==> src/design/isrt_pkg.sv <==
// ----------------------------------------------------------------------------
// isrt_pkg: shared types for the integer insertion sorter
// Data type plus the command and status bundles between controller and
// datapath.
// ----------------------------------------------------------------------------
package isrt_pkg;

  localparam int DATA_W = 32;

  typedef logic signed [DATA_W-1:0] data_t;

  // controller -> datapath
  typedef struct packed {
    logic accept;     // latch the incoming transaction
    logic ins_rd;     // read the entry below the insertion point
    logic shift_wr;   // move that entry up one slot
    logic place_wr;   // write the new element at the insertion point
    logic set_ovf;    // store full, element dropped
    logic emit_rd;    // read the next entry to emit
    logic emit_load;  // load the output register
    logic emit_next;  // advance the emit index
    logic clear;      // set delivered, empty the store
  } isrt_cmd_t;

  // datapath -> controller
  typedef struct packed {
    logic full;         // store holds DEPTH elements
    logic pos_zero;     // insertion point at the bottom
    logic less;         // new element below the entry just read
    logic last_item;    // latched element closes the set
    logic last_result;  // output register holds the final result
  } isrt_sts_t;

endpackage

==> src/design/isrt_if.sv <==
// ----------------------------------------------------------------------------
// isrt_if: handshake channels of the integer insertion sorter
// Input, result and configuration channels, each with valid and ready.
// ----------------------------------------------------------------------------

// input elements
interface isrt_in_if import isrt_pkg::*; ();
  logic  valid;
  logic  ready;
  data_t value;
  logic  last_in;

  modport source (output valid, output value, output last_in, input ready);
  modport sink   (input valid, input value, input last_in, output ready);
endinterface

// sorted results
interface isrt_out_if import isrt_pkg::*; ();
  logic  valid;
  logic  ready;
  data_t sorted_value;
  logic  last_out;
  logic  overflow;

  modport source (output valid, output sorted_value, output last_out,
                  output overflow, input ready);
  modport sink   (input valid, input sorted_value, input last_out,
                  input overflow, output ready);
endinterface

// mode register write
interface isrt_cfg_if ();
  logic valid;
  logic ready;
  logic data;

  modport source (output valid, output data, input ready);
  modport sink   (input valid, input data, output ready);
endinterface

==> src/design/isrt_ctrl.sv <==
// ----------------------------------------------------------------------------
// isrt_ctrl: sequencer of the integer insertion sorter
// Walks each element down the sorted store, then streams out the set.
// ----------------------------------------------------------------------------
module isrt_ctrl import isrt_pkg::*; (
  input  logic      clk,
  input  logic      rst_n,
  input  logic      in_valid,
  output logic      in_ready,
  output logic      out_valid,
  input  logic      out_ready,
  input  isrt_sts_t sts,
  output isrt_cmd_t cmd
);

  typedef enum logic [2:0] {
    ST_IDLE,
    ST_INS,
    ST_CMP,
    ST_RDE,
    ST_LOAD,
    ST_HOLD
  } state_t;

  state_t state_r, state_nxt;

  // handshakes
  assign in_ready  = (state_r == ST_IDLE);
  assign out_valid = (state_r == ST_HOLD);

  // next state and commands
  always_comb begin
    state_nxt = state_r;
    cmd       = '0;
    unique case (state_r)
      ST_IDLE: begin
        if (in_valid) begin
          cmd.accept = 1'b1;
          state_nxt  = ST_INS;
        end
      end
      ST_INS: begin
        priority if (sts.full) begin
          cmd.set_ovf = 1'b1;
          state_nxt   = sts.last_item ? ST_RDE : ST_IDLE;
        end else if (sts.pos_zero) begin
          cmd.place_wr = 1'b1;
          state_nxt    = sts.last_item ? ST_RDE : ST_IDLE;
        end else begin
          cmd.ins_rd = 1'b1;
          state_nxt  = ST_CMP;
        end
      end
      ST_CMP: begin
        if (sts.less) begin
          cmd.shift_wr = 1'b1;
          state_nxt    = ST_INS;
        end else begin
          cmd.place_wr = 1'b1;
          state_nxt    = sts.last_item ? ST_RDE : ST_IDLE;
        end
      end
      ST_RDE: begin
        cmd.emit_rd = 1'b1;
        state_nxt   = ST_LOAD;
      end
      ST_LOAD: begin
        cmd.emit_load = 1'b1;
        state_nxt     = ST_HOLD;
      end
      ST_HOLD: begin
        if (out_ready) begin
          if (sts.last_result) begin
            cmd.clear = 1'b1;
            state_nxt = ST_IDLE;
          end else begin
            cmd.emit_next = 1'b1;
            state_nxt     = ST_RDE;
          end
        end
      end
      default: state_nxt = ST_IDLE;
    endcase
  end

  // state register
  always_ff @(posedge clk) begin
    if (!rst_n) begin
      state_r <= ST_IDLE;
    end else begin
      state_r <= state_nxt;
    end
  end

endmodule

==> src/design/isrt_dp.sv <==
// ----------------------------------------------------------------------------
// isrt_dp: datapath of the integer insertion sorter
// Sorted store memory, insertion pointer, element count and output register.
// ----------------------------------------------------------------------------
module isrt_dp import isrt_pkg::*; #(
  parameter int DEPTH = 64
) (
  input  logic      clk,
  input  logic      rst_n,
  input  isrt_cmd_t cmd,
  output isrt_sts_t sts,
  input  data_t     in_value,
  input  logic      in_last,
  input  logic      cfg_we,
  input  logic      cfg_data,
  output data_t     out_value,
  output logic      out_last,
  output logic      out_ovf
);

  localparam int AW = (DEPTH > 1) ? $clog2(DEPTH) : 1;
  localparam int CW = $clog2(DEPTH + 1);

  data_t           mem [DEPTH];
  data_t           rdata_r;
  data_t           val_r;
  logic            last_r;
  logic [AW-1:0]   pos_r;
  logic [CW-1:0]   count_r;
  logic [CW-1:0]   k_r;
  logic            ovf_r;
  logic            desc_r;
  data_t           out_value_r;
  logic            out_last_r;
  logic            out_ovf_r;

  logic [CW-1:0]   emit_idx;
  logic [AW-1:0]   raddr;
  logic            rd_en;
  logic            wr_en;
  data_t           wdata;

  // emit index, reversed for descending order
  assign emit_idx = desc_r ? (count_r - CW'(1) - k_r) : k_r;
  assign raddr    = cmd.emit_rd ? emit_idx[AW-1:0] : (pos_r - AW'(1));
  assign rd_en    = cmd.emit_rd | cmd.ins_rd;

  // one write port: shift up or place the new element
  assign wr_en = cmd.shift_wr | cmd.place_wr;
  assign wdata = cmd.shift_wr ? rdata_r : val_r;

  // sorted store
  always_ff @(posedge clk) begin
    if (wr_en) begin
      mem[pos_r] <= wdata;
    end
    if (rd_en) begin
      rdata_r <= mem[raddr];
    end
  end

  // mode register
  always_ff @(posedge clk) begin
    if (!rst_n) begin
      desc_r <= 1'b0;
    end else if (cfg_we) begin
      desc_r <= cfg_data;
    end
  end

  // count, overflow flag and emit index
  always_ff @(posedge clk) begin
    if (!rst_n) begin
      count_r <= '0;
      ovf_r   <= 1'b0;
      k_r     <= '0;
    end else begin
      if (cmd.clear) begin
        count_r <= '0;
        ovf_r   <= 1'b0;
        k_r     <= '0;
      end else begin
        if (cmd.place_wr) count_r <= count_r + CW'(1);
        if (cmd.set_ovf)  ovf_r   <= 1'b1;
        if (cmd.emit_next) k_r    <= k_r + CW'(1);
      end
    end
  end

  // latched element and insertion pointer
  always_ff @(posedge clk) begin
    if (cmd.accept) begin
      val_r  <= in_value;
      last_r <= in_last;
      pos_r  <= count_r[AW-1:0];
    end else if (cmd.shift_wr) begin
      pos_r  <= pos_r - AW'(1);
    end
  end

  // output register
  always_ff @(posedge clk) begin
    if (cmd.emit_load) begin
      out_value_r <= rdata_r;
      out_last_r  <= (k_r + CW'(1) == count_r);
      out_ovf_r   <= ovf_r;
    end
  end

  assign out_value = out_value_r;
  assign out_last  = out_last_r;
  assign out_ovf   = out_ovf_r;

  // status back to the controller
  assign sts.full        = (count_r == CW'(DEPTH));
  assign sts.pos_zero    = (pos_r == '0);
  assign sts.less        = (val_r < rdata_r);
  assign sts.last_item   = last_r;
  assign sts.last_result = out_last_r;

  // checks
  a_count_bound: assert property (@(posedge clk) disable iff (!rst_n)
    count_r <= CW'(DEPTH))
    else $error("element count above store depth");

  a_shift_needs_less: assert property (@(posedge clk) disable iff (!rst_n)
    cmd.shift_wr |-> (sts.less && !sts.pos_zero))
    else $error("shift without a smaller new element");

  a_emit_nonempty: assert property (@(posedge clk) disable iff (!rst_n)
    (cmd.emit_rd || cmd.emit_load) |-> (count_r != '0) && (k_r < count_r))
    else $error("emit index outside stored set");

  a_place_not_full: assert property (@(posedge clk) disable iff (!rst_n)
    cmd.place_wr |-> !sts.full)
    else $error("write into a full store");

endmodule

==> src/design/integer_insertion_sorter.sv <==
// Insertion: an accepted element is compared downward through the store, each larger entry
//   moving up one slot, until it meets no larger entry or the bottom, where it is written.
// Flow: a full store drops the element; a new element is taken only after the previous one
//   has settled or been dropped; after the final element settles, each result is read, loaded
//   into the output register and held until the sink is ready, then the next one is read.
// Reset: rst_n clears count, overflow flag, mode and controller; store not cleared.
// ----------------------------------------------------------------------------
// integer_insertion_sorter: streaming insertion sort of signed 32-bit values
// Collects a set into a sorted store and emits it ascending or descending.
// ----------------------------------------------------------------------------
module integer_insertion_sorter import isrt_pkg::*; #(
  parameter int DEPTH = 64
) (
  input  logic       clk,
  input  logic       rst_n,
  isrt_in_if.sink    in_ch,
  isrt_out_if.source out_ch,
  isrt_cfg_if.sink   cfg_ch
);

  isrt_cmd_t cmd;
  isrt_sts_t sts;

  // mode register always takes a write
  assign cfg_ch.ready = 1'b1;

  isrt_ctrl u_ctrl (
    .clk       (clk),
    .rst_n     (rst_n),
    .in_valid  (in_ch.valid),
    .in_ready  (in_ch.ready),
    .out_valid (out_ch.valid),
    .out_ready (out_ch.ready),
    .sts       (sts),
    .cmd       (cmd)
  );

  isrt_dp #(
    .DEPTH (DEPTH)
  ) u_dp (
    .clk       (clk),
    .rst_n     (rst_n),
    .cmd       (cmd),
    .sts       (sts),
    .in_value  (in_ch.value),
    .in_last   (in_ch.last_in),
    .cfg_we    (cfg_ch.valid),
    .cfg_data  (cfg_ch.data),
    .out_value (out_ch.sorted_value),
    .out_last  (out_ch.last_out),
    .out_ovf   (out_ch.overflow)
  );

endmodule
==> src/flat_wrapper.sv <==
// flat-port wrapper written by rule: the top's interface ports become plain ports
module integer_insertion_sorter_flat import isrt_pkg::*;
#(
  parameter int DEPTH = 64
)
  (clk, rst_n, in_ch_valid, in_ch_value, in_ch_last_in, in_ch_ready, out_ch_valid, out_ch_sorted_value, out_ch_last_out, out_ch_overflow, out_ch_ready, cfg_ch_valid, cfg_ch_data, cfg_ch_ready);
  isrt_in_if in_ch_i ();
  isrt_out_if out_ch_i ();
  isrt_cfg_if cfg_ch_i ();
  input  logic clk;
  input  logic rst_n;
  input wire logic [$bits(in_ch_i.valid)-1:0] in_ch_valid;
  input wire logic [$bits(in_ch_i.value)-1:0] in_ch_value;
  input wire logic [$bits(in_ch_i.last_in)-1:0] in_ch_last_in;
  output wire logic [$bits(in_ch_i.ready)-1:0] in_ch_ready;
  output wire logic [$bits(out_ch_i.valid)-1:0] out_ch_valid;
  output wire logic [$bits(out_ch_i.sorted_value)-1:0] out_ch_sorted_value;
  output wire logic [$bits(out_ch_i.last_out)-1:0] out_ch_last_out;
  output wire logic [$bits(out_ch_i.overflow)-1:0] out_ch_overflow;
  input wire logic [$bits(out_ch_i.ready)-1:0] out_ch_ready;
  input wire logic [$bits(cfg_ch_i.valid)-1:0] cfg_ch_valid;
  input wire logic [$bits(cfg_ch_i.data)-1:0] cfg_ch_data;
  output wire logic [$bits(cfg_ch_i.ready)-1:0] cfg_ch_ready;
  assign in_ch_i.valid = in_ch_valid;
  assign in_ch_i.value = in_ch_value;
  assign in_ch_i.last_in = in_ch_last_in;
  assign in_ch_ready = in_ch_i.ready;
  assign out_ch_valid = out_ch_i.valid;
  assign out_ch_sorted_value = out_ch_i.sorted_value;
  assign out_ch_last_out = out_ch_i.last_out;
  assign out_ch_overflow = out_ch_i.overflow;
  assign out_ch_i.ready = out_ch_ready;
  assign cfg_ch_i.valid = cfg_ch_valid;
  assign cfg_ch_i.data = cfg_ch_data;
  assign cfg_ch_ready = cfg_ch_i.ready;
  integer_insertion_sorter #(.DEPTH(DEPTH)) u_core (.clk(clk), .rst_n(rst_n), .in_ch(in_ch_i), .out_ch(out_ch_i), .cfg_ch(cfg_ch_i));
endmodule
==> config.mk <==
export PLATFORM = sky130hd
export DESIGN_NAME = integer_insertion_sorter_flat
export DESIGN_NICKNAME = d
export VERILOG_FILES = /design/src/design/isrt_pkg.sv /design/src/design/isrt_if.sv /design/src/design/isrt_ctrl.sv /design/src/design/isrt_dp.sv /design/src/design/integer_insertion_sorter.sv /design/src/flat_wrapper.sv
export SDC_FILE = /design/constraint.sdc
export NUM_CORES = 2
export LEC_CHECK = 0
export ABC_CLOCK_PERIOD_IN_PS = 9400
export BUFFER_PORTS_ARGS = -buffer_cell sky130_fd_sc_hd__buf_2
export CORE_ASPECT_RATIO = 1.2
export CORE_MARGIN = 8
export CORE_UTILIZATION = 25
export CTS_CLUSTER_DIAMETER = 30
export DETAILED_ROUTE_END_ITERATION = 8
export MAX_ROUTING_LAYER = met4
export PLACE_DENSITY_LB_ADDON = 0.15
export SLEW_MARGIN = 5
export SYNTH_ARGS = -nofsm -noshare
export SYNTH_HDL_FRONTEND = slang
export SYNTH_SLANG_ARGS = --single-unit
==> constraint.sdc <==
create_clock -name clk -period 9.4 [get_ports clk]
set_input_delay 0 -clock clk [delete_from_list [all_inputs] [get_ports clk]]
set_output_delay 0 -clock clk [all_outputs]
set_load 0.02 [all_outputs]
# [Yosys cells after proc, flatten, opt, wreduce, memory -nomap -nowiden]
# Memories as Yosys holds them, arrays and structs flattened. A register that Yosys moved wholly into a read port is not among the register bits.
# Cells that the tools add are included.
[word_totals] word_cells=69 ff_bits=92 input_bits=39 output_inout_bits=37 ram_bits=2048 n_memories=1
[op_classes] muxes=34 bitwise=3 n_lt_le_gt_ge=1 n_eq_ne=9 addsub=5 reduce_logical=5
[mem_list] name="u_core.u_dp.mem" depth=64 width=32 rd=1 rd_ports_with_merged_regs=1 wr=1 line_no="isrt_dp.sv:24" rtl="data_t mem [DEPTH];"
[op_table] cell="$lt A32 B32 Y1" n=1
[op_table] cell="$mux W32" n=1
[op_table] cell="$mux W6" n=4
[op_table] cell="$mux W1" n=18
[op_table] cell="$pmux W3 S6" n=1
[op_table] cell="$add A7 B1 Y7 const B" n=2
[op_table] cell="$mux W2" n=6
[op_table] cell="$sub A6 B1 Y6 const B" n=2
[op_table] cell="$mux W3" n=3
[op_table] cell="$eq A7 B7 Y1" n=1
[op_table] cell="$eq A7 B7 Y1 const B" n=1
[op_table] cell="$eq A3 B2 Y1 const B" n=2
[op_table] cell="$eq A3 B3 Y1 const B" n=2
[op_table] cell="$logic_not A6 Y1" n=1
[op_table] cell="$sub A6 B6 Y6" n=1
[op_table] cell="$eq A3 B1 Y1 const B" n=1
[op_table] cell="$logic_not A3 Y1" n=1
[op_table] cell="$ne A2 B1 Y1 const B" n=1
[op_table] cell="$ne A2 B2 Y1 const B" n=1
[op_table] cell="$or A1 B1 Y1" n=2
[op_table] cell="$pmux W1 S2" n=1
[op_table] cell="$reduce_and A2 Y1" n=1
[op_table] cell="$reduce_bool A2 Y1" n=1
[op_table] cell="$reduce_or A2 Y1" n=1
[op_table] cell="$not A1 Y1" n=1

# [Logic depth before layout (Yosys ltp)]
[depth] ltp_word=7 mapped_depth=15

# [Modules after synthesis]
# A second synthesis with hierarchy kept.
[unflattened] cells_unflattened=3780 area_unflattened_um2=85116.6
[by_module_without_submodules] module="isrt_dp" area_per_inst_um2=84771.3 instances=1 seq_area_each_um2=64972.3 cells_each=3733
[by_module_without_submodules] module="isrt_ctrl" area_per_inst_um2=334.1 instances=1 seq_area_each_um2=60.1 cells_each=45
[by_module_without_submodules] module="integer_insertion_sorter" area_per_inst_um2=11.3 instances=1 seq_area_each_um2=0.0 cells_each=2

# [Worst setup path after synthesis]
# Ideal clock, no wire load.
[synth_path] path_kind="register to register" from="reg u_core.u_dp.rdata_r[31] (read register of u_core.u_dp.mem)" to="mem u_core.u_dp.mem[0][1] (netlist name), data pin" path_stages_with_launch=12 synth_period_minus_slack_ps=5447 setup_slack_ps=3953 t_required_ps=8698 setup_time_ps=702 n_path_buf=2 arrival_ps=4745 cell_sequence="edfxtp_1 > inv_1 > ha_1 > and4_1 > and4_1 > a221oi_1 > nand4_1 > o21ai_1 > nand2_1 > clkbuf_1 > clkbuf_1 > o21ai_0"
[synth_via] elab_chain_cells=4
[synth_rtl] element="start: declaration" line_no="isrt_dp.sv:25" rtl="data_t rdata_r;"
[synth_rtl] element="$lt A32 B32 Y1" line_no="isrt_dp.sv:117" rtl="assign sts.less = (val_r < rdata_r);"
[synth_rtl] element="$mux W1" line_no="isrt_ctrl.sv:55" rtl="if (sts.less) begin"
[synth_rtl] element="$mux W1" line_no="isrt_ctrl.sv:35" rtl="unique case (state_r)"
[synth_rtl] element="$mux W32" line_no="isrt_dp.sv:50" rtl="assign wdata = cmd.shift_wr ? rdata_r : val_r;"
[synth_rtl] element="net u_core.u_dp.wdata[1]" line_no="isrt_dp.sv:41" rtl="data_t wdata;"
[synth_rtl] element="end: declaration" line_no="isrt_dp.sv:24"
# The timed path passes the listed nets, and every way through them passes these cells.

# [Worst setup path after layout]
[layout_path] from="reg u_core.u_dp.rdata_r[14] (read register of u_core.u_dp.mem)" to="mem u_core.u_dp.mem[4][9] (netlist name), data pin"
# The elaborated chain is that of the path after synthesis.

==> impl_results.md <==
- Fin Setup TNS: 0 ns
- Initial DRC count: 3381
- Max VDD drop: roughly 150 µV
- R2R Setup Slk: 3.31 ns
- Post-synthesis sequential area ratio: 77.5%
- Async SR Flop Fraction: 0%
- Final WL: around 270000 µm
- Residual DRC: 0
- Crit-path max cell delay: ~0.87 ns
- Gr ovfl total: 0
- P per Cell Area: a little under 300 nW/µm²
- Worst Tran Pin Value: roughly 1.3 ns
- Layout cells sized above 1: approximately a third
- Crit path DAT: about 6.6 ns
- CP Buf/Inv Count: 3
- Cts bufs inserted: 457
- CP required: 9.94 ns
- First-pass GRT wire length: 371000 µm
- Fillers: roughly 32000
- Setup CP Type: reg2reg
- Synth unique cells: 61
- CTS clk-pin slew, worst paths: around 0.05 ns
- Crit path top cell by count: buf_4
- Main flop type after synthesis: edfxtp_1
- Vias/cell: between 4 and 5
- Largest net degree at the start of global routing: about 110
- Syn avg cell area: 22.3 µm²
- Cell Chain, Critical Path: inv_1 -> ha_1 -> nand4_1 -> nor3_1 -> a221oi_1 -> a31oi_1 -> o21ai_1 -> nand2_4 -> buf_4 -> nand2_1 -> o21ai_4 -> buf_4
- Max Clock Freq: 0.164 GHz
- Total die area: 354000 µm²
- CTS root buffer: clkbuf_16
- Max-cap violation count: 0
- CTS tree: done
- Overall Global Routing Usage: 15.4%
- Nets: 4400
- Placer Congestion: around 0.72
- Drt first pass iters: 7
- Post-place setup slack: between 3 and 4 ns
- CP startpoint kind: register
- Max FO, Critical Path: between 40 and 50
- Final WS setup: ~3.3 ns
- Tcrit/Tclk final: 64.8%
- Lkg Pwr: roughly 35 nW
- CP max-delay cell: nor3_1
- Crit end category: register
- Average wire per standard cell: roughly 30 µm
- CTS sink count: around 2200
- Outcome: finished, final reports clean
- Initial antenna violation count: 17
- Mapped Cells: roughly 3800
- Min Clock Period, post-route: roughly 6.1 ns
- Synth warn: 0
- Core area: 335000 µm²
- Syn_nets: approximately 3800
- Endpoints failing setup: 0
- Mapped cell area: between 80000 and 90000 µm²
- Worst Hold Class: in2reg
- Slew Viols, Final: 0
- Design Power: 31.6 mW
- Post-synth EDFFs: 2153
- Die Height: roughly 650 µm
- Die X: 545 µm
- Vias: between 40000 and 50000
- Initial Util: around a quarter
- Worst skew pair latency: 0.89 ns
- Post-CTS sizing: 0
- Vias in the first global route: roughly 45000
- Max_slew headroom: between 10% and 20%
- # rows: ~230
- Longest Clk Path Bufs: 4
- IO Pins: 76
- Port bufs: 74
- Total number of H-tree levels: 5
- Post-DP HPWL: 133000 µm
- Hold slack: about 0.14 ns
- Setup Skew: 0.0560 ns
- RSZ-0062 raised after global routing: false
- Post-DRT Antenna Nets: 0
- Synthesis-stage register bit count: 2172
- Layout area overhead: 28.5%
- Hold Vio Cnt, Final: 0
- Critical path's top delay family: simple AND/OR/NAND/NOR gates
==> Yosys cell counts (all sizes together) (19+ instances only) <==
cell type / number / area share (%)
a21oi: 37 / 0.22
buf: 144 / 0.86
clkbuf: 48 / 0.21
dfxtp: 19 / 0.45
edfxtp: 2153 / 77
ha: 40 / 0.60
inv: 50 / 0.22
mux2i: 259 / 3.1
mux4: 512 / 14
nand2: 74 / 0.33
nor2: 97 / 0.43
o21ai: 49 / 0.29
o221ai: 31 / 0.32
o22a: 31 / 0.32
o22ai: 67 / 0.51
or3: 40 / 0.30
==> tightest hold or removal path: stages <==
cell,delay [ns]
dlygate4sd3_1,0.53
buf_2,0.13
nor4_1,0.05
nor4_1,0.24
==> routing by layer <==
layer	vias to the layer above	share of wire, %	GRT usage, %
li1	17260	-	-
met1	23014	42	19.2
met2	1189	51	25.9
met3	393	5.1	2.48
met4	0	2.4	4.60
met5	-	0	-
==> registers in the layout, indices dropped and copies added (netlist names), 3 cells and up <==
name,count
u_core.u_dp.mem,2048
u_core.u_dp.count_r,7
u_core.u_dp.rdata_r,32
u_core.u_dp.out_value,32
u_core.u_dp.val_r,32
u_core.u_dp.k_r,7
u_core.u_dp.pos_r,6
u_core.u_ctrl.state_r,3
==> cell families (layout without fill, tap and decap cells) <==
logic type      after synthesis  after routing  share of synthesized area (%)
mux                         772            772                           16.8
other cells                   1             42                        0.00447
flops                      2172           2172                           77.5
fa+ha+maj                    41             41                          0.620
simple gates                268            268                           1.50
buf+inv                     242           1187                           1.30
compound gates              246            246                           1.97
xor+xnor                     24             24                          0.251
==> timing repair <==
action	CTS	global route
hold buffers	77	0
hold endpoints to repair	58	0
setup endpoints to repair	0	0
buffers inserted	0	0
==> area by class of cell <==
cell class,count,area (µm²),share of cell area [%]
flip-flops and latches,2172,65000,60.3
multi-input cells,1352,18700,17.4
clock buffers,511,11900,11.0
well taps,4465,5590,5.18
clock inverters,339,4050,3.76
repair buffers,287,2290,2.12
inverters,50,188,0.174
diodes,41,103,0.0951
==> worst paths after layout <==
kind,start,to,cells after the start
max,u_core.u_dp.rdata_r[14],u_core.u_dp.mem[4][9],12
min,in_ch_valid,u_core.u_ctrl.state_r[1],4
max reg2reg,u_core.u_dp.rdata_r[14],u_core.u_dp.mem[4][9],12
min reg2reg,u_core.u_dp.rdata_r[15],u_core.u_dp.out_value[15],0
==> cells in the final DEF, fill, tap and decap left out, types with 41 or more instances in the layout <==
master / instances
edfxtp_1: 2153
mux4_2: 512
clkbuf_16: 467
mux2i_1: 259
buf_4: 126
bufinv_16: 81
dlygate4sd3_1: 77
buf_2: 74
clkinv_2: 73
clkinv_1: 69
nand2_1: 65
o22ai_1: 65
clkinvlp_4: 63
nor2_4: 62
inv_1: 48
clkbuf_1: 44
diode_2: 41
==> power breakdown <==
part           internal (mW)  switching [mW]  total (mW)
clock network           11.2            5.26        16.5
registers               11.0          0.0639        11.1
logic                   1.64            2.46        4.10
==> metrics by stage <==
stage	instances	cell area, µm²	utilization (%)
floorplan	3766	83900	-
global placement	8248	91000	27.2
detailed placement	8249	91100	27.2
CTS	9176	108000	32.2
global route	9212	108000	32.2
finish	9217	108000	32.2
No activity file was read; power rests on OpenSTA's default activity.
